===== config.mk =====
export PLATFORM = sky130hd
export DESIGN_NAME = selective_repeat_arq_station
export DESIGN_NICKNAME = d
export VERILOG_FILES = /design/src/hdl/srarq_pkg.sv /design/src/hdl/srarq_front.sv /design/src/hdl/srarq_back.sv /design/src/hdl/selective_repeat_arq_station.sv
export SDC_FILE = /design/constraint.sdc
export NUM_CORES = 1
export LEC_CHECK = 0
export ABC_AREA = 1
export ABC_CLOCK_PERIOD_IN_PS = 7900
export BUFFER_PORTS_ARGS = -buffer_cell sky130_fd_sc_hd__buf_2
export CORE_MARGIN = 1
export CORE_UTILIZATION = 40
export CTS_CLUSTER_SIZE = 40
export DETAILED_ROUTE_END_ITERATION = 12
export GPL_ROUTABILITY_DRIVEN = 0
export MAX_ROUTING_LAYER = met4
export PLACE_DENSITY = 0.58
export SLEW_MARGIN = 20
export SYNTH_ARGS = -nofsm -noshare
export SYNTH_HDL_FRONTEND = slang
export SYNTH_SLANG_ARGS = --single-unit

===== constraint.sdc =====
create_clock -name clock -period 7.9 [get_ports clock]
set_input_delay 0.79 -clock clock [delete_from_list [all_inputs] [get_ports clock]]
set_output_delay 0.79 -clock clock [all_outputs]
set_load 0.02 [all_outputs]

===== src/hdl/srarq_pkg.sv =====
`default_nettype none
package srarq_pkg;

   localparam int SEQ_MAX      = 7;
   localparam int BUF_COUNT    = 4;
   localparam int PAYLOAD_BITS = 32;
   localparam int SEQ_BITS     = 3;
   localparam int SLOT_BITS    = $clog2(BUF_COUNT);
   localparam int CNT_BITS     = $clog2(BUF_COUNT + 1);
   localparam int QUEUE_DEPTH  = 2;

   typedef logic [SEQ_BITS-1:0]     seq_type;
   typedef logic [SLOT_BITS-1:0]    slot_type;
   typedef logic [CNT_BITS-1:0]     cnt_type;
   typedef logic [PAYLOAD_BITS-1:0] pay_type;

   // request codes on the input channel
   localparam logic [1:0] REQ_SEND    = 2'd0;
   localparam logic [1:0] REQ_FRAME   = 2'd1;
   localparam logic [1:0] REQ_CKSUM   = 2'd2;
   localparam logic [1:0] REQ_TIMEOUT = 2'd3;

   // frame kinds
   localparam logic [1:0] KIND_DATA = 2'd0;
   localparam logic [1:0] KIND_ACK  = 2'd1;
   localparam logic [1:0] KIND_NAK  = 2'd2;

   // result item kinds
   localparam logic [1:0] ITEM_TX      = 2'd0;
   localparam logic [1:0] ITEM_DELIVER = 2'd1;
   localparam logic [1:0] ITEM_STATUS  = 2'd2;

   localparam cnt_type BUF_LIMIT    = CNT_BITS'(BUF_COUNT);
   localparam seq_type WINDOW_RESET = SEQ_BITS'(BUF_COUNT % (SEQ_MAX + 1));

   typedef enum logic [2:0] {
      OP_SEND,
      OP_DATA,
      OP_NAK_FRAME,
      OP_ACK_FRAME,
      OP_CKSUM,
      OP_TIMEOUT
   } op_type;

   typedef enum logic [2:0] {
      ST_IDLE,
      ST_EXEC,
      ST_DELIVER,
      ST_ACK_RELEASE,
      ST_STATUS
   } state_type;

   typedef struct packed {
      op_type  op;
      seq_type seq;
      seq_type ack;
      pay_type pay;
   } cmd_type;

   typedef struct packed {
      logic [1:0] item_kind;
      logic [1:0] tx_kind;
      seq_type    tx_seq;
      seq_type    tx_ack;
      pay_type    payload_out;
      logic       send_enabled;
      logic       request_refused;
      logic       last_item;
   } rsp_type;

   function automatic seq_type seq_next(seq_type k);
      return (k == SEQ_BITS'(SEQ_MAX)) ? '0 : k + 1'b1;
   endfunction

   function automatic seq_type seq_prev(seq_type k);
      return (k == '0) ? SEQ_BITS'(SEQ_MAX) : k - 1'b1;
   endfunction

   // a <= b < c, circularly
   function automatic logic in_window(seq_type a, seq_type b, seq_type c);
      return ((a <= b) && (b < c)) || ((c < a) && (a <= b)) || ((b < c) && (c < a));
   endfunction

endpackage
`default_nettype wire


===== src/hdl/srarq_front.sv =====
`default_nettype none
module srarq_front (
   input  wire                   clock,
   input  wire                   reset,
   input  wire                   req_valid,
   output logic                  req_stall,
   input  wire  [1:0]            req_type,
   input  wire  [1:0]            req_rx_kind,
   input  srarq_pkg::seq_type    req_rx_seq,
   input  srarq_pkg::seq_type    req_rx_ack,
   input  srarq_pkg::pay_type    req_payload_in,
   output logic                  cmd_valid,
   output srarq_pkg::cmd_type    cmd,
   input  wire                   cmd_pop
);
   import srarq_pkg::*;

   cmd_type     queue_ff [QUEUE_DEPTH];
   logic        wr_ptr_ff, wr_ptr_in;
   logic        rd_ptr_ff, rd_ptr_in;
   logic [1:0]  fill_ff, fill_in;
   cmd_type     cls;
   logic        push;

   // classify the request
   always_comb begin
      cls.seq = req_rx_seq;
      cls.ack = req_rx_ack;
      cls.pay = req_payload_in;
      unique case (req_type)
         REQ_SEND:  cls.op = OP_SEND;
         REQ_CKSUM: cls.op = OP_CKSUM;
         REQ_FRAME: begin
            unique case (req_rx_kind)
               KIND_DATA: cls.op = OP_DATA;
               KIND_NAK:  cls.op = OP_NAK_FRAME;
               default:   cls.op = OP_ACK_FRAME;   // unknown kind acts as ack
            endcase
         end
         default:   cls.op = OP_TIMEOUT;
      endcase
   end

   assign req_stall = (fill_ff == 2'(QUEUE_DEPTH));
   assign push      = req_valid && !req_stall;
   assign cmd_valid = (fill_ff != '0);
   assign cmd       = queue_ff[rd_ptr_ff];

   always_comb begin
      wr_ptr_in = push    ? !wr_ptr_ff : wr_ptr_ff;
      rd_ptr_in = cmd_pop ? !rd_ptr_ff : rd_ptr_ff;
      fill_in   = fill_ff + 2'(push) - 2'(cmd_pop);
   end

   always_ff @(posedge clock) begin
      if (reset) begin
         wr_ptr_ff <= 1'b0;
         rd_ptr_ff <= 1'b0;
         fill_ff   <= '0;
      end else begin
         wr_ptr_ff <= wr_ptr_in;
         rd_ptr_ff <= rd_ptr_in;
         fill_ff   <= fill_in;
      end
   end

   always_ff @(posedge clock) begin
      if (push) begin
         queue_ff[wr_ptr_ff] <= cls;
      end
   end

endmodule
`default_nettype wire


===== src/hdl/srarq_back.sv =====
`default_nettype none
module srarq_back (
   input  wire                   clock,
   input  wire                   reset,
   input  wire                   cmd_valid,
   input  srarq_pkg::cmd_type    cmd,
   output logic                  cmd_pop,
   output logic                  rsp_valid,
   input  wire                   rsp_stall,
   output srarq_pkg::rsp_type    rsp
);
   import srarq_pkg::*;

   state_type  state_ff, state_in;
   cmd_type    cur_ff, cur_in;
   seq_type    nss_ff, nss_in;
   seq_type    oldest_ff, oldest_in;
   seq_type    exp_ff, exp_in;
   seq_type    upper_ff, upper_in;
   cnt_type    count_ff, count_in;
   logic       nak_ok_ff, nak_ok_in;
   logic       refused_ff, refused_in;
   logic [BUF_COUNT-1:0] marks_ff, marks_in;
   logic       out_valid_ff, out_valid_in;
   rsp_type    out_ff, out_in;

   pay_type    send_store_ff [BUF_COUNT];
   pay_type    recv_store_ff [BUF_COUNT];
   logic       send_wr;
   slot_type   send_wr_slot;
   logic       recv_wr;
   slot_type   recv_wr_slot;

   logic       load;
   seq_type    nak_rs;
   seq_type    ack_dist;
   slot_type   exp_slot;
   slot_type   seq_slot;

   assign load      = !out_valid_ff || !rsp_stall;
   assign rsp_valid = out_valid_ff;
   assign rsp       = out_ff;
   assign nak_rs    = seq_next(cur_ff.ack);
   assign ack_dist  = cur_ff.ack - oldest_ff + 1'b1;
   assign exp_slot  = exp_ff[SLOT_BITS-1:0];
   assign seq_slot  = cur_ff.seq[SLOT_BITS-1:0];

   always_comb begin
      state_in     = state_ff;
      cur_in       = cur_ff;
      nss_in       = nss_ff;
      oldest_in    = oldest_ff;
      exp_in       = exp_ff;
      upper_in     = upper_ff;
      count_in     = count_ff;
      nak_ok_in    = nak_ok_ff;
      refused_in   = refused_ff;
      marks_in     = marks_ff;
      out_valid_in = out_valid_ff && rsp_stall;
      out_in       = out_ff;
      cmd_pop      = 1'b0;
      send_wr      = 1'b0;
      send_wr_slot = nss_ff[SLOT_BITS-1:0];
      recv_wr      = 1'b0;
      recv_wr_slot = seq_slot;

      if (load) begin
         out_in                 = '0;
         out_in.tx_ack          = seq_prev(exp_ff);
         unique case (state_ff)
            ST_IDLE: begin
               if (cmd_valid) begin
                  cmd_pop    = 1'b1;
                  cur_in     = cmd;
                  refused_in = 1'b0;
                  state_in   = ST_EXEC;
               end
            end
            ST_EXEC: begin
               state_in = ST_STATUS;
               case (cur_ff.op)
                  OP_SEND: begin
                     if (count_ff < BUF_LIMIT) begin
                        send_wr            = 1'b1;
                        count_in           = count_ff + 1'b1;
                        out_valid_in       = 1'b1;
                        out_in.item_kind   = ITEM_TX;
                        out_in.tx_kind     = KIND_DATA;
                        out_in.tx_seq      = nss_ff;
                        out_in.payload_out = cur_ff.pay;
                        nss_in             = seq_next(nss_ff);
                     end else begin
                        refused_in = 1'b1;
                     end
                  end
                  OP_CKSUM: begin
                     if (nak_ok_ff) begin
                        out_valid_in     = 1'b1;
                        out_in.item_kind = ITEM_TX;
                        out_in.tx_kind   = KIND_NAK;
                        nak_ok_in        = 1'b0;
                     end
                  end
                  OP_TIMEOUT: begin
                     out_valid_in     = 1'b1;
                     out_in.item_kind = ITEM_TX;
                     out_in.tx_kind   = KIND_ACK;
                  end
                  OP_DATA: begin
                     if ((cur_ff.seq != exp_ff) && nak_ok_ff) begin
                        out_valid_in     = 1'b1;
                        out_in.item_kind = ITEM_TX;
                        out_in.tx_kind   = KIND_NAK;
                        nak_ok_in        = 1'b0;
                     end
                     if (in_window(exp_ff, cur_ff.seq, upper_ff) && !marks_ff[seq_slot]) begin
                        marks_in[seq_slot] = 1'b1;
                        recv_wr            = 1'b1;
                     end
                     state_in = ST_DELIVER;
                  end
                  OP_NAK_FRAME: begin
                     if (in_window(oldest_ff, nak_rs, nss_ff)) begin
                        out_valid_in       = 1'b1;
                        out_in.item_kind   = ITEM_TX;
                        out_in.tx_kind     = KIND_DATA;
                        out_in.tx_seq      = nak_rs;
                        out_in.payload_out = send_store_ff[nak_rs[SLOT_BITS-1:0]];
                     end
                     state_in = ST_ACK_RELEASE;
                  end
                  default: state_in = ST_ACK_RELEASE;
               endcase
            end
            ST_DELIVER: begin
               if (marks_ff[exp_slot]) begin
                  out_valid_in       = 1'b1;
                  out_in.item_kind   = ITEM_DELIVER;
                  out_in.tx_ack      = '0;
                  out_in.payload_out = recv_store_ff[exp_slot];
                  marks_in[exp_slot] = 1'b0;
                  nak_ok_in          = 1'b1;
                  exp_in             = seq_next(exp_ff);
                  upper_in           = seq_next(upper_ff);
               end else begin
                  state_in = ST_ACK_RELEASE;
               end
            end
            ST_ACK_RELEASE: begin
               // release every frame up to and including the ack at once
               if (in_window(oldest_ff, cur_ff.ack, nss_ff)) begin
                  count_in  = (count_ff > CNT_BITS'(ack_dist))
                              ? count_ff - CNT_BITS'(ack_dist) : '0;
                  oldest_in = seq_next(cur_ff.ack);
               end
               state_in = ST_STATUS;
            end
            ST_STATUS: begin
               out_valid_in           = 1'b1;
               out_in.item_kind       = ITEM_STATUS;
               out_in.tx_ack          = '0;
               out_in.send_enabled    = (count_ff < BUF_LIMIT);
               out_in.request_refused = refused_ff;
               out_in.last_item       = 1'b1;
               state_in               = ST_IDLE;
            end
            default: state_in = ST_IDLE;
         endcase
      end
   end

   always_ff @(posedge clock) begin
      if (reset) begin
         state_ff     <= ST_IDLE;
         nss_ff       <= '0;
         oldest_ff    <= '0;
         exp_ff       <= '0;
         upper_ff     <= WINDOW_RESET;
         count_ff     <= '0;
         nak_ok_ff    <= 1'b1;
         refused_ff   <= 1'b0;
         marks_ff     <= '0;
         out_valid_ff <= 1'b0;
      end else begin
         state_ff     <= state_in;
         nss_ff       <= nss_in;
         oldest_ff    <= oldest_in;
         exp_ff       <= exp_in;
         upper_ff     <= upper_in;
         count_ff     <= count_in;
         nak_ok_ff    <= nak_ok_in;
         refused_ff   <= refused_in;
         marks_ff     <= marks_in;
         out_valid_ff <= out_valid_in;
      end
   end

   always_ff @(posedge clock) begin
      cur_ff <= cur_in;
      out_ff <= out_in;
      if (send_wr) begin
         send_store_ff[send_wr_slot] <= cur_ff.pay;
      end
      if (recv_wr) begin
         recv_store_ff[recv_wr_slot] <= cur_ff.pay;
      end
   end

endmodule
`default_nettype wire


===== src/hdl/selective_repeat_arq_station.sv =====
// Selective-repeat ARQ endpoint.
// Input channel (req_*): one item per event - send a new packet, a frame
// has arrived (kind, seq, piggyback ack, data), a checksum error, or an
// ack timeout. Result channel (rsp_*): a stream of items per event -
// transmit frames, in-order deliveries - always closed by one status item
// with rsp_last_item set.
// Both channels use valid/stall; an item moves when valid is high and
// stall is low.
// The front classifies events into a two-entry queue; the back sequencer
// runs them one at a time, at most one result item a cycle. Steps: idle,
// exec, status for send/checksum/timeout; ack-release before status for
// an ack or nak frame; a deliver step per delivered packet plus a final
// one, then ack-release, for a data frame. A transmitted frame is output
// from exec; the status item closes the event in its last sequencer step.
// Reset clears windows, counters, arrival marks and the queue; the buffers
// are left as they are. A stalled receiver freezes the sequencer; the
// front keeps taking items until its queue is full.
`default_nettype none
module selective_repeat_arq_station (
   input  wire                   clock,
   input  wire                   reset,
   input  wire                   req_valid,
   output logic                  req_stall,
   input  wire  [1:0]            req_type,
   input  wire  [1:0]            req_rx_kind,
   input  wire  [2:0]            req_rx_seq,
   input  wire  [2:0]            req_rx_ack,
   input  wire  [31:0]           req_payload_in,
   output logic                  rsp_valid,
   input  wire                   rsp_stall,
   output logic [1:0]            rsp_item_kind,
   output logic [1:0]            rsp_tx_kind,
   output logic [2:0]            rsp_tx_seq,
   output logic [2:0]            rsp_tx_ack,
   output logic [31:0]           rsp_payload_out,
   output logic                  rsp_send_enabled,
   output logic                  rsp_request_refused,
   output logic                  rsp_last_item
);
   import srarq_pkg::*;

   logic     cmd_valid;
   logic     cmd_pop;
   cmd_type  cmd;
   rsp_type  rsp;

   // event classifier and queue
   srarq_front u_front (
      .clock          (clock),
      .reset          (reset),
      .req_valid      (req_valid),
      .req_stall      (req_stall),
      .req_type       (req_type),
      .req_rx_kind    (req_rx_kind),
      .req_rx_seq     (req_rx_seq),
      .req_rx_ack     (req_rx_ack),
      .req_payload_in (req_payload_in),
      .cmd_valid      (cmd_valid),
      .cmd            (cmd),
      .cmd_pop        (cmd_pop)
   );

   // window state, buffers and result sequencer
   srarq_back u_back (
      .clock     (clock),
      .reset     (reset),
      .cmd_valid (cmd_valid),
      .cmd       (cmd),
      .cmd_pop   (cmd_pop),
      .rsp_valid (rsp_valid),
      .rsp_stall (rsp_stall),
      .rsp       (rsp)
   );

   assign rsp_item_kind       = rsp.item_kind;
   assign rsp_tx_kind         = rsp.tx_kind;
   assign rsp_tx_seq          = rsp.tx_seq;
   assign rsp_tx_ack          = rsp.tx_ack;
   assign rsp_payload_out     = rsp.payload_out;
   assign rsp_send_enabled    = rsp.send_enabled;
   assign rsp_request_refused = rsp.request_refused;
   assign rsp_last_item       = rsp.last_item;

endmodule
`default_nettype wire

Yosys cells after proc, flatten, opt, wreduce, memory -nomap -nowiden
Memories as Yosys holds them, arrays and structs flattened. A register that Yosys moved wholly into a read port is not among the register bits.
Index checks and enable logic that the tools add are counted.
{"block": "op_classes", "add_sub_neg": 11, "order_cmp": 14, "eq_ne": 28, "muxes": 78, "n_bitwise": 3, "reduce_logical": 47}
{"op": "case mux 32 bit (2 select lines)", "n": 2}
{"op": "2-to-1 mux 32 bit", "n": 2}
{"op": "2-to-1 mux 3 bit", "n": 13}
{"op": "2-to-1 mux 35 bit", "n": 1}
{"op": "2-to-1 mux 1 bit", "n": 34}
{"op": "case mux 3 bit (2 select lines)", "n": 4}
{"op": "equality test 3 bit, second input constant", "n": 7}
{"op": "case mux 4 bit (5 select lines)", "n": 1}
{"op": "AND reduction 5 bit", "n": 4}
{"op": "adder 3 x 1 -> 3 bit, second input constant", "n": 6}
{"op": "logical AND 1 bit", "n": 15}
{"op": "less-than comparator 3 bit", "n": 5}
{"op": "2-to-1 mux 4 bit", "n": 3}
{"op": "case mux 3 bit (4 select lines)", "n": 1}
{"op": "AND reduction 3 bit", "n": 4}
{"op": "inequality test 2 bit, second input constant", "n": 5}
{"op": "equality test 3 x 2 -> 1 bit, second input constant", "n": 3}
{"op": "less-or-equal comparator 3 bit", "n": 3}
{"op": "logical NOT 3 bit", "n": 3}
{"op": "case mux 3 bit (3 select lines)", "n": 1}
{"op": "2-to-1 mux 2 bit", "n": 4}
{"op": "inequality test 2 x 1 -> 1 bit, second input constant", "n": 4}
{"op": "case mux 4 bit (2 select lines)", "n": 1}
{"op": "nonzero test 2 bit", "n": 4}
{"op": "other kinds (29)", "n": 51}
{"block": "totals", "register_bits": 74, "mem_bits_rw": 338, "in_bits": 46, "output_inout_bits": 47, "elab_cells": 205, "mem_count": 3}
{"name": "u_back.recv_store_ff", "words": 4, "width": 32, "read_ports": 1, "rd_ports_with_merged_regs": 1, "wr": 1, "line_no": "srarq_back.sv:28", "text": "pay_type recv_store_ff [BUF_COUNT];"}
{"name": "u_back.send_store_ff", "words": 4, "width": 32, "read_ports": 1, "rd_ports_with_merged_regs": 0, "wr": 1, "line_no": "srarq_back.sv:27", "text": "pay_type send_store_ff [BUF_COUNT];"}
{"name": "u_front.queue_ff", "words": 2, "width": 41, "read_ports": 1, "rd_ports_with_merged_regs": 1, "wr": 1, "line_no": "srarq_front.sv:18", "text": "cmd_type queue_ff [QUEUE_DEPTH];"}

Logic depth before layout (Yosys ltp)
{"block": "logic_depth", "word_depth": 11, "mapped_depth": 15}

By module
Synthesis repeated with hierarchy kept, for this count alone.
{"block": "unflattened", "hier_cells": 1447, "area_unflattened_um2": 18839.3}
{"mod": "srarq_back", "n_inst": 1, "cells_each": 1279, "area_each_um2": 15412.3}
{"mod": "srarq_front", "n_inst": 1, "cells_each": 168, "area_each_um2": 3427.0}

Worst setup path after synthesis
OpenSTA, ideal clock, no wires.
{"block": "synth_path", "path_kind": "input port to flip-flop", "startpoint": "in rsp_stall", "endpoint": "mem u_back.recv_store_ff[0][0] (netlist name), enable pin", "setup_ns": 0.461, "arrival_ns": 4.258, "required_time_ns": 7.439, "slack_ns": 3.181, "stages": 5, "path_buffers": 1, "cell_sequence": "nand2_1 buf_2 nand2_1 or2_2 nor3_1"}
{"block": "synth_between", "elab_chain_cells": 5}
{"item": "from (decl)", "line_no": "selective_repeat_arq_station.sv:30", "text": "input wire rsp_stall,"}
{"item": "logical NOT 1 bit", "line_no": "srarq_back.sv:40", "text": "assign load = !out_valid_ff || !rsp_stall;"}
{"item": "logical OR 1 bit", "line_no": "srarq_back.sv:40"}
{"item": "net u_back.load", "line_no": "srarq_back.sv:34", "text": "logic load;"}
{"item": "2-to-1 mux 1 bit", "line_no": "srarq_back.sv:67", "text": "if (load) begin"}
{"item": "2-to-1 mux 1 bit", "line_no": "srarq_back.sv:204", "text": "if (recv_wr) begin"}
{"item": "2-to-1 mux 1 bit (not written as such)", "line_no": "srarq_back.sv:205", "text": "recv_store_ff[recv_wr_slot] <= cur_ff.pay;"}
{"item": "to (decl)", "line_no": "srarq_back.sv:28"}
The timed path passes the listed nets, and every way through them passes these cells.

Worst setup path in the final report
{"block": "layout_path", "startpoint": "reg u_back.cur_ff[32] (netlist name)", "endpoint": "reg u_back.out_ff (netlist bit u_back.rsp[12]), data pin"}
{"block": "layout_between", "elab_chain_cells": 9, "elab_cells_between_ends": 14}
{"item": "from (decl)", "line_no": "srarq_back.sv:15", "text": "cmd_type cur_ff, cur_in;"}
{"item": "from (signal assigned)", "line_no": "srarq_back.sv:199", "text": "cur_ff <= cur_in;"}
{"item": "adder 3 x 1 -> 3 bit or equality test 3 bit (tied branches)", "line_no": "srarq_pkg.sv:72", "text": "return (k == SEQ_BITS'(SEQ_MAX)) ? '0 : k + 1'b1;"}
{"item": "2-to-1 mux 3 bit (*)", "line_no": "srarq_pkg.sv:72"}
{"item": "less-or-equal comparator 3 bit or less-than comparator 3 bit (tied branches)", "line_no": "srarq_pkg.sv:81", "text": "return ((a <= b) && (b < c)) || ((c < a) && (a <= b)) || ((b < c) && (c < a));"}
{"item": "logical AND 1 bit", "line_no": "srarq_pkg.sv:81"}
{"item": "logical OR 1 bit (2 in series)", "line_no": "srarq_pkg.sv:81"}
{"item": "2-to-1 mux 32 bit (*)", "line_no": "srarq_back.sv:123", "text": "if (in_window(oldest_ff, nak_rs, nss_ff)) begin"}
{"item": "case mux 32 bit (2 select lines) (*)", "line_no": "srarq_back.sv:81", "text": "case (cur_ff.op)"}
{"item": "case mux 32 bit (2 select lines) (*)", "line_no": "srarq_back.sv:70", "text": "unique case (state_ff)"}
{"item": "to (signal assigned)", "line_no": "srarq_back.sv:200", "text": "out_ff <= out_in;"}
{"item": "to (decl)", "line_no": "srarq_back.sv:25", "text": "rsp_type out_ff, out_in;"}
Every way passes the cells marked *; elsewhere a longest branch is shown, timed or not.
A chain may end at the register's enable or synchronous reset.

==> results.sh <==
export IMPL_ctsResizeCount=0
export IMPL_synth_simple_area_share_pct=11.56
export IMPL_finalSetupTns_ns=0
export IMPL_crit_fanout=36
export IMPL_synth_ff_type="edfxtp_1"
export IMPL_path_clk_slew_ns=0.06
export IMPL_synth_common_cells="424 x edfxtp_1, 339 x nand2_1, 136 x nor2_1"
export IMPL_ant_nets=0
export IMPL_post_cts_buffers=0
export IMPL_drc_errors=0
export IMPL_final_setup_skew_ns=0.01658
export IMPL_h_tree_depth=2
export IMPL_setup_violations=0
export IMPL_synthAdderAreaFrac_pct=2.937
export IMPL_avgSynthCellArea_um2=12.67
export IMPL_cp_data_required_time_ns=8.34
export IMPL_cp_slowest_cell="nand3_2"
export IMPL_status="finished clean"
export IMPL_period_minus_slack_ns=3.579
export IMPL_synth_xor_area_share_pct=0.1903
export IMPL_grt_util_all_layers_pct=18.25
export IMPL_drv_cap=0
export IMPL_pwr_share_seq_pct=47.3
export IMPL_pwr_share_clk_pct=26.6
export IMPL_clock_latency_ns=0.58
export IMPL_place_inst=2101
export IMPL_drtIter0Drc=862
export IMPL_ys_async_sr_fraction_pct=0
export IMPL_yosysSeqAreaShare_pct=72.54
export IMPL_clock_root_buffer="clkbuf_16"
export IMPL_power_density_mw_per_mm2=362.5
export IMPL_diodes=0
export IMPL_synth_compound_area_share_pct=9.462
export IMPL_slew_headroom_pct=29.91
export IMPL_p_sw_share_pct=34.28
export IMPL_endpoint="u_back.rsp[12]$_DFFE_PN_"
export IMPL_grt_max_degree=66
export IMPL_ys_seq_elements=455
export IMPL_fillCellCount=4067
export IMPL_multi_input_area_mm2=0.004511
export IMPL_synth_fp_nets=1541
export IMPL_portBuffers=92
export IMPL_fmax_mhz=279.4
export IMPL_cts_hold_buffers=0
export IMPL_synthesis_area_mm2=0.01841
export IMPL_cp_slowest_stage_delay_ns=0.78
export IMPL_r2r_worst_path_cells=12
export IMPL_yosysTopAreaCell="edfxtp_1"
export IMPL_grt_pass1_vias=10740
export IMPL_die_h_um=216.5
export IMPL_worstPathArrival_ns=4.02
export IMPL_critPathKind="register to register"
export IMPL_start_util_pct=40.56
export IMPL_start_kind="register"
export IMPL_final_nets=1637
export IMPL_finalCritPeriodShare_pct=45.31
export IMPL_grt_pass1_wl_um=63090
export IMPL_hold_class="input port to register"
export IMPL_tritoncts_num_buffers=46
export IMPL_synth_edff_count=424
export IMPL_p_int_mw=4.990
export IMPL_row_count=78
export IMPL_finalNonFillerCells=2187
export IMPL_clockBufferDepth=3
export IMPL_tritoncts="done"
export IMPL_drive_gt1_share_pct=13.99
export IMPL_crit_path_end_kind="register"
export IMPL_synth_top_family_by_area="simple AND/OR/NAND/NOR gates"
export IMPL_dieArea_mm2=0.04688
export IMPL_hold_depth=1
export IMPL_ys_top_cells_by_area="edfxtp_1 69%, nand2_1 6.9%, dfxtp_1 3.4%, nor2_1 2.8%, ha_1 2.7%"
export IMPL_p_comb_share_pct=26.2
export IMPL_hold_violations=0
export IMPL_vdd_drop_max_uv=183.7
export IMPL_synthDistinctLibCells=47
export IMPL_finish_utilization_pct=46.15
export IMPL_r2r_end="u_back.rsp[12]$_DFFE_PN_"
export IMPL_synthMuxAreaShare_pct=0
export IMPL_dp_hpwl_um=23130
export IMPL_tightest_slew_ns=1.050
export IMPL_via_per_inst=5.110
export IMPL_dieWidth_um=216.5
export IMPL_crit_reg2reg_launch="u_back.cur_ff[32]$_DFFE_PP_"
export IMPL_synthMostInstantiatedCell="edfxtp_1"
export IMPL_rsz0062_at_grt="false"
export IMPL_wl_per_cell_um=18.90
export IMPL_cts_sinks=455
export IMPL_postSynthCellCount=1453
export IMPL_antenna_found_initial=0
export IMPL_syn2layout_area_growth_pct=13.77
export IMPL_leakage_nw=7.807
export IMPL_first_pass_iters=5
export IMPL_crit_start="u_back.cur_ff[32]$_DFFE_PP_"
export IMPL_seqCellArea_mm2=0.01336
export IMPL_synth_top_area_share_pct=69.17
export IMPL_drt_total_wl_um=41340
export IMPL_vias=11180
export IMPL_slew_violations=0
export IMPL_rrSetupSlack_ns=4.32
export IMPL_yosysWarnings=0
export IMPL_io_pins=93
export IMPL_coreArea_mm2=0.04538
export IMPL_critical_path_cell_chain="ha_1, ha_1, nor2_4, buf_4, ha_1, or2_1, a22oi_1, nand2_1, nand3_2, o21ai_0, nand2_1, nand2_1"
export IMPL_p_switching_mw=2.602
export IMPL_overflow=0
[stage by stage]
step	instance area, um2	total power [mW]	setup WS (ns)	hold slack [ns]
final	20940	7.592	4.321	0.4015
after global routing	20940	8.000	3.930	0.3755
after CTS	20940	7.662	4.293	0.3706
after detailed placement	19560	5.644	4.258	0.4608
after global placement	19560	5.595	4.317	0.4485
after floorplan	18410	4.927	3.181	0.4226
[layer usage]
metal / part of all wire [%] / GRT usage [%] / vias up
met5: 0 / - / -
met4: 2.0 / 4.765 / 0
met3: 4.7 / 2.961 / 64
met2: 48 / 29.97 / 263
met1: 45 / 23.56 / 5450
li1: - / - / 5399
[power groups by stage]
stage          Sequential (mW)  Clock, mW  Combinational, mW
5_1_grt                   3.64       2.15               2.21
4_1_cts                   3.59       2.06               2.00
2_1_floorplan             3.60          0               1.33
6_report                  3.59       2.02               1.99
3_3_place_gp              3.63          0               1.97
3_5_place_dp              3.64          0               2.00
[critical path: cells and delay by family, from the launching register on]
family                   cells  cell delay [ns]
AO/OA/AOI/OAI                2             0.56
flip-flops                   1             0.47
adder cells (fa/ha/maj)      3             0.70
buffers and inverters        1             0.46
AND/OR/NAND/NOR              6             1.23
[how the worst min path moves through the flow]
stage	startpoint	to	slack (ns)
after floorplan	u_front.fill_ff[1]$_SDFF_PP0_	u_front.fill_ff[1]$_SDFF_PP0_	0.42
after global placement	u_front.fill_ff[1]$_SDFF_PP0_	u_front.fill_ff[1]$_SDFF_PP0_	0.45
after detailed placement	u_front.fill_ff[1]$_SDFF_PP0_	u_front.fill_ff[1]$_SDFF_PP0_	0.46
after CTS	req_payload_in[23]	u_front.queue_ff[1][23]$_DFFE_PP_	0.37
after global routing	req_payload_in[23]	u_front.queue_ff[1][23]$_DFFE_PP_	0.38
final	req_payload_in[8]	u_front.queue_ff[0][8]$_DFFE_PP_	0.40
[logic make-up after synthesis]
family / Yosys count
XOR/XNOR: 4
buffers and inverters: 149
flip-flops: 455
AO/OA/AOI/OAI: 279
AND/OR/NAND/NOR: 524
adder cells (fa/ha/maj): 42
[sequential cells by signal, summed over array words and instances, names as in the netlist, 2 cells and up, named ones only]
name,count
u_back.count_ff,3
u_back.cur_ff,41
u_back.exp_ff,3
u_back.marks_ff,4
u_back.nss_ff,3
u_back.oldest_ff,3
u_back.recv_store_ff,128
u_back.rsp,45
u_back.send_store_ff,128
u_back.state_ff,3
u_back.upper_ff,3
u_front.fill_ff,2
u_front.queue_ff,82
[cell type report]
type / count / share of cell area [%]
clock buffers: 62 / 5.981
clock inverters: 24 / 0.6333
repair buffers: 114 / 2.987
flip-flops and latches: 455 / 63.77
multi-input cells: 849 / 21.54
well taps: 600 / 3.585
inverters: 83 / 1.500
[placed cells by master (no fill, tap or decap), types with 3 or more instances in the layout]
cell type  synthesis  routed
nor3_2             1       3
nand3_1           19      19
edfxtp_1         424     424
o21ai_0           77      77
buf_2             19      92
a22o_1            32      32
o32ai_1           32      32
nand2_2            3       4
clkbuf_16          0      47
dfxtp_1           31      29
nand2_1          339     338
o21ai_1           13      13
clkbuf_1          39      13
nor2_1           136     127
ha_1              40      40
o22ai_1           37      37
nor2_8             3       3
a21oi_1           68      68
clkinv_2           0      11
nor2_2             2       5
o31ai_1            5       5
o211ai_1           6       6
inv_2              9      11
clkinv_1           2      11
nor2_4             1       7
nor3_1            10       8
buf_4              4      22
inv_1             71      69
(Power assumes the default switching activity.)
